<file path="config.mk">
export PLATFORM = sky130hd
export DESIGN_NAME = swm_ctrl
export DESIGN_NICKNAME = d
export VERILOG_FILES = /design/src/hdl/swm_pkg.sv /design/src/hdl/swm_ctrl.sv
export SDC_FILE = /design/constraint.sdc
export NUM_CORES = 1
export LEC_CHECK = 0
export BUFFER_PORTS_ARGS = -buffer_cell sky130_fd_sc_hd__buf_4
export CAP_MARGIN = 20
export CELL_PAD_IN_SITES_DETAIL_PLACEMENT = 1
export CELL_PAD_IN_SITES_GLOBAL_PLACEMENT = 2
export CORE_AREA = 2 2 39 41
export DETAILED_ROUTE_END_ITERATION = 8
export DIE_AREA = 0 0 41 43
export HOLD_SLACK_MARGIN = 0.15
export PLACE_DENSITY_LB_ADDON = 0.1
export SLEW_MARGIN = 0
export SYNTH_ARGS = -nofsm -noshare
export SYNTH_HDL_FRONTEND = slang
export SYNTH_SLANG_ARGS = --single-unit
</file>
<file path="constraint.sdc">
create_clock -name clk -period 1.8 [get_ports clk]
set_input_delay 0.36 -clock clk [delete_from_list [all_inputs] [get_ports clk]]
set_output_delay 0.36 -clock clk [all_outputs]
set_load 0.01 [all_outputs]
</file>
<file path="src/hdl/swm_pkg.sv">
// Shared constants and controller/datapath interface types for the sliding window maximum.
`timescale 1ns / 1ps

package swm_pkg;

    // Default number of samples the window can hold.
    localparam int SWM_WINDOW_MAX = 64;
    // Default sample width in bits.
    localparam int SWM_DATA_WIDTH = 32;
    // Width of the window size register.
    localparam int SWM_CFG_W = 7;

    // Commands from the controller to the datapath.
    typedef struct packed {
        logic load;       // take the input item, clearing window state on a start flag
        logic rd_back;    // read the back candidate
        logic drop_back;  // drop the back candidate
        logic push;       // append the sample to the queue and the history
        logic fetch;      // read the front candidate and the oldest history sample
        logic emit;       // load the result register, retire the front if it leaves
    } swm_cmd_t;

    // Status from the datapath to the controller.
    typedef struct packed {
        logic count_zero;    // candidate queue is empty
        logic back_smaller;  // back candidate read is smaller than the sample
        logic fill_short;    // window not yet full after this sample
        logic out_free;      // result register can take a new item
    } swm_status_t;

endpackage

</file>
<file path="src/hdl/swm_ctrl.sv">
// Controller state machine that sequences one sample through the datapath.
`timescale 1ns / 1ps

module swm_ctrl
    import swm_pkg::*;
(
    input  logic        clk,
    input  logic        rst_n,
    input  logic        in_valid,
    output logic        in_ready,
    input  swm_status_t status,
    output swm_cmd_t    cmd
);

    localparam logic [2:0] ST_IDLE  = 3'd0;
    localparam logic [2:0] ST_RD    = 3'd1;
    localparam logic [2:0] ST_CMP   = 3'd2;
    localparam logic [2:0] ST_PUSH  = 3'd3;
    localparam logic [2:0] ST_FETCH = 3'd4;
    localparam logic [2:0] ST_FRONT = 3'd5;

    logic [2:0] state_reg;
    logic [2:0] state_next;

    // Input is taken only between items.
    assign in_ready = (state_reg == ST_IDLE);

    // Next state and command decode.
    always_comb
    begin
        state_next   = state_reg;
        cmd          = '0;
        case (state_reg)
            ST_IDLE:
            begin
                if (in_valid)
                begin
                    cmd.load   = 1'b1;
                    state_next = ST_RD;
                end
            end
            ST_RD:
            begin
                if (status.count_zero)
                begin
                    state_next = ST_PUSH;
                end
                else
                begin
                    cmd.rd_back = 1'b1;
                    state_next  = ST_CMP;
                end
            end
            ST_CMP:
            begin
                if (status.back_smaller)
                begin
                    cmd.drop_back = 1'b1;
                    state_next    = ST_RD;
                end
                else
                begin
                    state_next = ST_PUSH;
                end
            end
            ST_PUSH:
            begin
                cmd.push = 1'b1;
                if (status.fill_short)
                begin
                    state_next = ST_IDLE;
                end
                else
                begin
                    state_next = ST_FETCH;
                end
            end
            ST_FETCH:
            begin
                cmd.fetch  = 1'b1;
                state_next = ST_FRONT;
            end
            ST_FRONT:
            begin
                if (status.out_free)
                begin
                    cmd.emit   = 1'b1;
                    state_next = ST_IDLE;
                end
            end
            default:
            begin
                state_next = ST_IDLE;
            end
        endcase
    end

    // State register.
    always_ff @(posedge clk or negedge rst_n)
    begin
        if (!rst_n)
        begin
            state_reg <= ST_IDLE;
        end
        else
        begin
            state_reg <= state_next;
        end
    end

endmodule

</file>
Yosys cells after proc, flatten, opt, wreduce, memory -nomap -nowiden. Index checks and enable logic that the tools add are counted.

Output and inout bits: 7. Register bits after elaboration: 3. Bits of input ports: 7.

Reductions and logical operators: 2. Equality and inequality tests: 7. Multiplexer cells: 16.

Operators by type and width (number): $pmux W3 S6 (1); $mux W1 (11); $mux W3 (3); $eq A3 B2 Y1 const B (2); $eq A3 B3 Y1 const B (2); $ne A2 B2 Y1 const B (2); $eq A3 B1 Y1 const B (1); $logic_not A3 Y1 (1); $mux W2 (1); $reduce_and A2 Y1 (1).

Logic depth before layout (Yosys ltp). Gate-level depths: netlist of run 1.

Word-level depth: 3. Depth in mapped cells: 4. Mapped depth without buffers: 3.

Least setup slack after synthesis of run 1. OpenSTA, ideal clock, no wires.

Path kind: flip-flop to output port. Start point: reg state_reg[2]. End point: out cmd[4] in the netlist's numbering. Buffers on the path: 1. Required time: 1.440 ns. Stages on the path, launching flop included: 3. Data arrival time: 0.978 ns. Path slack: 0.462 ns. Cells stage by stage: dfrtp_1 -> buf_2 -> nor4b_1.

RTL lines: from (decl) (line swm_ctrl.sv:22) `logic [2:0] state_reg;`; from (signal assigned) (line swm_ctrl.sv:107) `state_reg <= state_next;`; to (decl) (line swm_ctrl.sv:12) `output swm_cmd_t cmd`.

==> flow_summary_export.csv, run 1 <==
group,metric,value,unit
critical_path,r2r_start,"state_reg[1]",
clock_network,hold_buffers,1,
timing,setup_tns,0,ps
die,die_w,41,um
critical_path,startpoint,"state_reg[2]",
detailed_routing,drc_errors,0,
grt,grt_first_pass_wirelength,993,um
place,hpwlAfterDp,449,um
place,gp_congestion,0.608,
finish,fin_nets,50,
critical_path,endpoint_kind,"output pin",
critical_path,rrSetupSlack,810,ps
timing,min_period_over_period,0.881,
synth,synth_most_common_cell,"nor2_1",
power,p_leak,0.174,nW
die,dieArea,1760,um2
timing,setup_viol,0,
synth,ys_ff_latch,3,
power,p_clk_frac,0.205,
place,dpl_cell_area,309,um2
clock_network,cts_buffer_depth,2,
clock_network,cts-root-buf,"clkbuf_4",
timing,slew_viol_final,0,
synth,synth_edf_count,0,
clock_network,postCtsSetupBuffers,0,
detailed_routing,routed_wirelength,554,um
worst_hold_path,hp-class,"primary input to flop",
synth,ys.flop_type,"dfrtp_1",
synth,syn_nets,33,
detailed_routing,ant_nets,0,
synth,async_reset_ff_frac,1.00,
outcome,status,"finished clean",
clock_network,cts_tree,"yes",
die,dieHeight,43,um
place,port_buffers,13,
finish,antennaDiodeCount,0,
finish,area_growth,66.3,%
finish,layout-drive-gt1-share,0.476,
clock_network,cts-resized-gates,0,
critical_path,worstSetupPathType,"flop to output pin",
synth,synth.yosys.seq_area_share,0.361,
grt,antenna_found_initial,0,
detailed_routing,vias,235,
critical_path,r2r_cells,3,
detailed_routing,dr.pass1.iters,2,
die,io_pins,14,
synth,synth.distinct_cells,17,
detailed_routing,drtIter0Drc,2,
die,core_area,1380,um2
die,initial_core_util,0.150,
timing,hold_viol,0,
clock_network,cts_made_buffers,3,
power,power.internal,0.326,mW
power,pwr-share-seq,0.325,
grt,grt_start_max_net_pins,10,
timing,slew_headroom,0.810,
critical_path,regToRegEndpoint,"state_reg[1]",
grt,gr-total-overflow,0,
critical_path,crit_slowest_cell,"dfrtp_1",
place,place_ws,455,ps
synth,synthCells,26,
critical_path,crit_arrival,1230,ps
timing,layout_min_cycle_time,1590,ps
detailed_routing,vias_per_cell,4.05,
timing,clock.fmax,631,MHz
synth,yosys_warnings,0,
power,p_per_area,1620,nW/um2
power,ir_drop,0.257,mV
critical_path,cp-start-kind,"flop",
synth,synth_commonest_cells,"5 x nor2_1, 3 x dfrtp_1, 3 x nand3_1",
critical_path,cp.required,1440,ps
clock_network,cts_htree_levels,1,
detailed_routing,avgRoutedWirePerCell,9.55,um
clock_network,clock_latency,230,ps
power,p_switching,0.232,mW
synth,synth_top_area_frac,0.361,
power,p_total,0.558,mW
synth,synth_area_leaders,"dfrtp_1 36%, nor2_1 9.0%, nand3_1 7.2%",
timing,tightest_slew,281,ps
power,p_sw_frac,0.415,
finish,largest_reg_flops,3,
finish,stdcell_area,345,um2
power,comb_power_share,0.469,
die,rows,14,
job,maxCapViolCount,0,
clock_network,cts_sinks,3,
synth,synth_area,208,um2
critical_path,crit_chain,"nor4b_1, buf_4",
timing,setup_ws,214,ps
finish,final_util,0.250,
finish,fillers,172,
grt,grt_pass1_vias,233,
grt,grt_usage,0.0835,
timing,skew,0.207,ps
synth,synth_top_area_cell,"dfrtp_1",
timing,rsz0062_at_grt,"false",
critical_path,slowest_delay,460,ps
critical_path,worstSetupEndpoint,"cmd[4]",
critical_path,crit_fanout,8,
synth,syn_area_per_cell,7.99,um2
clock_network,path_clk_slew,40,ps
## layout make-up
cell class                 count  area [um2]  share of cell area
multi-input combinational     19         109               0.315
clock buffer                   4        26.3              0.0761
tap                           16        20.0              0.0580
sequential                     3        75.1               0.217
timing repair buffer          14         108               0.312
inverter                       2        7.51              0.0217
## worst max-delay path, delay by kind of cell (launching register included)
kind / cells / cell delay (ps)
buf+inv: 1 / 180
flops: 1 / 460
simple gates: 1 / 360
## power groups by stage
| stage | Sequential [mW] | Combinational, mW | Clock (mW) |
|---|---|---|---|
| 4_1_cts | 0.183 | 0.268 | 0.118 |
| 5_1_grt | 0.193 | 0.309 | 0.130 |
| 2_1_floorplan | 0.125 | 0.223 | 0 |
| 3_3_place_gp | 0.182 | 0.268 | 0 |
| 6_report | 0.181 | 0.262 | 0.114 |
| 3_5_place_dp | 0.186 | 0.265 | 0 |
## how the worst min path moves through the flow
stage	start	to	slack (ps)	cells past startpoint
after floorplan	rst_n	state_reg[0]	60	0
after global placement	rst_n	state_reg[1]	150	1
after detailed placement	rst_n	state_reg[2]	150	1
after CTS	status[1]	state_reg[2]	310	2
after global routing	status[1]	state_reg[2]	320	2
final	status[1]	state_reg[2]	310	2
## placed cells by master, fill, tap and decap left out
| cell type | n |
|---|---|
| clkbuf_1 | 1 |
| nand3b_1 | 1 |
| inv_1 | 1 |
| nand2_1 | 2 |
| buf_4 | 13 |
| nand3_1 | 3 |
| nor3_2 | 1 |
| and2_1 | 1 |
| nor4b_1 | 1 |
| dlygate4sd3_1 | 1 |
| inv_2 | 1 |
| nor3b_2 | 1 |
| and3_2 | 1 |
| clkbuf_4 | 3 |
| dfrtp_1 | 3 |
| a21oi_1 | 1 |
| nor2_1 | 5 |
| o21ai_0 | 1 |
| o21ai_1 | 1 |
## through the flow
stage	hold slack [ps]	std cells
after CTS	312	58
after global placement	150	53
after floorplan	64.4	26
final	312	58
after global routing	316	58
after detailed placement	149	53
## per-layer routing
layer	up-vias	global-route usage	part of all wire
met1	108	0.113	0.45
met4	0	0.0400	0
li1	119	-	-
met2	8	0.113	0.50
met3	0	0.0314	0.054
met5	-	0	0
## cell families after synthesis
logic type | count (synthesis) | synth area share
buf+inv | 4 | 0.114
compound gates | 3 | 0.0722
simple gates | 16 | 0.452
flops | 3 | 0.361
(Power assumes the default switching activity.)
==> run 2, diff against run 1 <==
--- a/config.mk
+++ b/config.mk
@@ -5,6 +5,7 @@
 export SDC_FILE = /design/constraint.sdc
 export NUM_CORES = 1
 export LEC_CHECK = 0
+export ABC_AREA = 1
 export BUFFER_PORTS_ARGS = -buffer_cell sky130_fd_sc_hd__buf_4
 export CAP_MARGIN = 20
 export CELL_PAD_IN_SITES_DETAIL_PLACEMENT = 1
==> run 2 against run 1 <==
  * Flip-flop and latch count unchanged
  * Total power increased by 1.1%
  * Hold slack better by 12 ps
  * Non-clock buffer count did not move
  * Critical path depth increased by 1
  * Maximum frequency increased by 0.90%
  * Combinational power increased by 15%
  * First-iteration DRC count grew 50%
  * Clock skew barely moved
==> flow_summary_export.csv, run 2 <==
group,metric,value,unit
power,ir_drop,0.458,mV
detailed_routing,avgRoutedWirePerCell,9.88,um
job,maxCapViolCount,0,
clock_network,path_clk_slew,30,ps
timing,skew,0.442,ps
synth,syn_area_per_cell,6.58,um2
timing,setup_tns,0,ps
power,p_per_area,1580,nW/um2
timing,slew_headroom,0.841,
critical_path,crit_arrival,1210,ps
timing,slew_viol_final,0,
finish,fin_nets,57,
detailed_routing,dr.pass1.iters,3,
detailed_routing,wl_met1,262,um
synth,synth_top_area_frac,0.368,
synth,async_reset_ff_frac,1.00,
grt,grt_usage,0.0896,
place,place_ws,446,ps
grt,grt_first_pass_wirelength,1020,um
timing,tightest_slew,236,ps
finish,antennaDiodeCount,0,
clock_network,cts_sinks,3,
synth,synth_area_leaders,"dfrtp_1 37%, nand2_1 9.2%, nor2_1 9.2%",
grt,grt_pass1_vias,270,
finish,layout-drive-gt1-share,0.429,
timing,rsz0062_at_grt,"false",
detailed_routing,detailroute.wirelength.met3,49,um
detailed_routing,ant_nets,0,
detailed_routing,drtIter0Drc,3,
finish,mostFrequentLayoutCell,"buf_4",
die,die_w,41,um
critical_path,cp-start-kind,"flop",
synth,ys_ff_latch,3,
synth,synth.distinct_cells,13,
die,dieHeight,43,um
grt,antenna_found_initial,0,
critical_path,startpoint,"state_reg[2]",
detailed_routing,met2_length,307,um
timing,setup_ws,228,ps
synth,synthCells,31,
synth,synth_commonest_cells,"5 x nand2_1, 5 x nor2_1, 4 x inv_1",
clock_network,cts_made_buffers,3,
place,gp_congestion,0.656,
clock_network,cts_htree_levels,1,
worst_hold_path,min_path_cells,2,
die,core_area,1380,um2
finish,final_cell_mix,"13 x buf_4, 5 x nor2_1, 5 x nand2_1",
grt,grt_start_max_net_pins,7,
critical_path,r2r_start,"state_reg[1]",
synth,syn_nets,38,
synth,synth_top_area_cell,"dfrtp_1",
detailed_routing,routed_wirelength,642,um
synth,synth_area,204,um2
clock_network,cts_buffer_depth,2,
critical_path,worstSetupPathType,"flop to output pin",
critical_path,crit_fanout,6,
power,p_leak,0.199,nW
detailed_routing,top_layer,"met4",
die,initial_core_util,0.147,
clock_network,cts-root-buf,"clkbuf_4",
die,io_pins,14,
outcome,status,"finished clean",
place,port_buffers,13,
worst_hold_path,hp-class,"primary input to flop",
die,dieArea,1760,um2
timing,min_period_over_period,0.873,
grt,gr-total-overflow,0,
worst_hold_path,min_from,"status[2]",
critical_path,cp.required,1440,ps
synth,synth.yosys.seq_area_share,0.368,
place,hpwlAfterDp,527,um
detailed_routing,vias_per_cell,4.23,
finish,largest_reg_flops,3,
timing,hold_viol,0,
synth,ys.flop_type,"dfrtp_1",
timing,setup_viol,0,
synth,yosys_warnings,0,
critical_path,r2r_cells,5,
clock_network,clock_latency,230,ps
critical_path,endpoint_kind,"output pin",
finish,stdcell_area,358,um2
detailed_routing,drc_errors,0,
timing,clock.fmax,636,MHz
detailed_routing,vias,275,
timing,layout_min_cycle_time,1570,ps
place,dpl_cell_area,322,um2
finish,area_growth,75.5,%
synth,synth_edf_count,0,
clock_network,cts_tree,"yes",
die,rows,14,
clock_network,cts-resized-gates,0,
run 2: power by group:
group	total (mW)	internal, mW	switching (mW)
combinational	0.300	0.131	0.169
clock	0.116	0.0829	0.0329
sequential	0.148	0.101	0.0476
total	0.564	0.315	0.249
run 2: per-layer routing:
metal / track usage / vias to the layer above
met5: 0 / -
met4: 0.0800 / 0
met3: 0.0157 / 4
met2: 0.125 / 12
met1: 0.110 / 125
li1: - / 134
run 2: per-stage QoR:
step / hold WS, ps / std cells / util / power [mW]
2_1_floorplan: 64.4 / 31 / - / 0.320
3_3_place_gp: 150 / 60 / 0.232 / 0.455
3_5_place_dp: 149 / 60 / 0.232 / 0.455
4_1_cts: 322 / 65 / 0.259 / 0.578
5_1_grt: 327 / 65 / 0.259 / 0.618
6_report: 324 / 65 / 0.259 / 0.564
run 2: worst paths after layout:
kind                            slack (ps)            to
worst min-delay path                   320  state_reg[1]
worst max register to register         810  state_reg[2]
worst max-delay path                   230        cmd[0]
max in group asynchronous             1240  state_reg[1]
min in group asynchronous              460  state_reg[0]
worst min register to register         660  state_reg[1]
run 2: critical path: stages (launching register included):
cell     delay [ps]
dfrtp_1         450
inv_2            90
nor4_1          270
buf_4           170
run 2: cell type report:
type	count	area, um2
flip-flops and latches	3	75.1
multi-input cells	21	103
repair buffers	14	108
clock buffers	4	26.3
fillers	184	1030
well taps	16	20.0
inverters	7	26.3
run 2: cells by family (layout without fill, tap and decap cells):
group	Yosys count	count (layout)	share of synthesized area
AOI/OAI and AO/OA	2	2	0.0490
buffers and inverters	7	25	0.129
DFF	3	3	0.368
and+or+nand+nor	19	19	0.454
run 2: timing repair:
item,CTS,global route
endpoints found under the hold margin,3,0
hold buffers,1,0
setup buffers,0,0
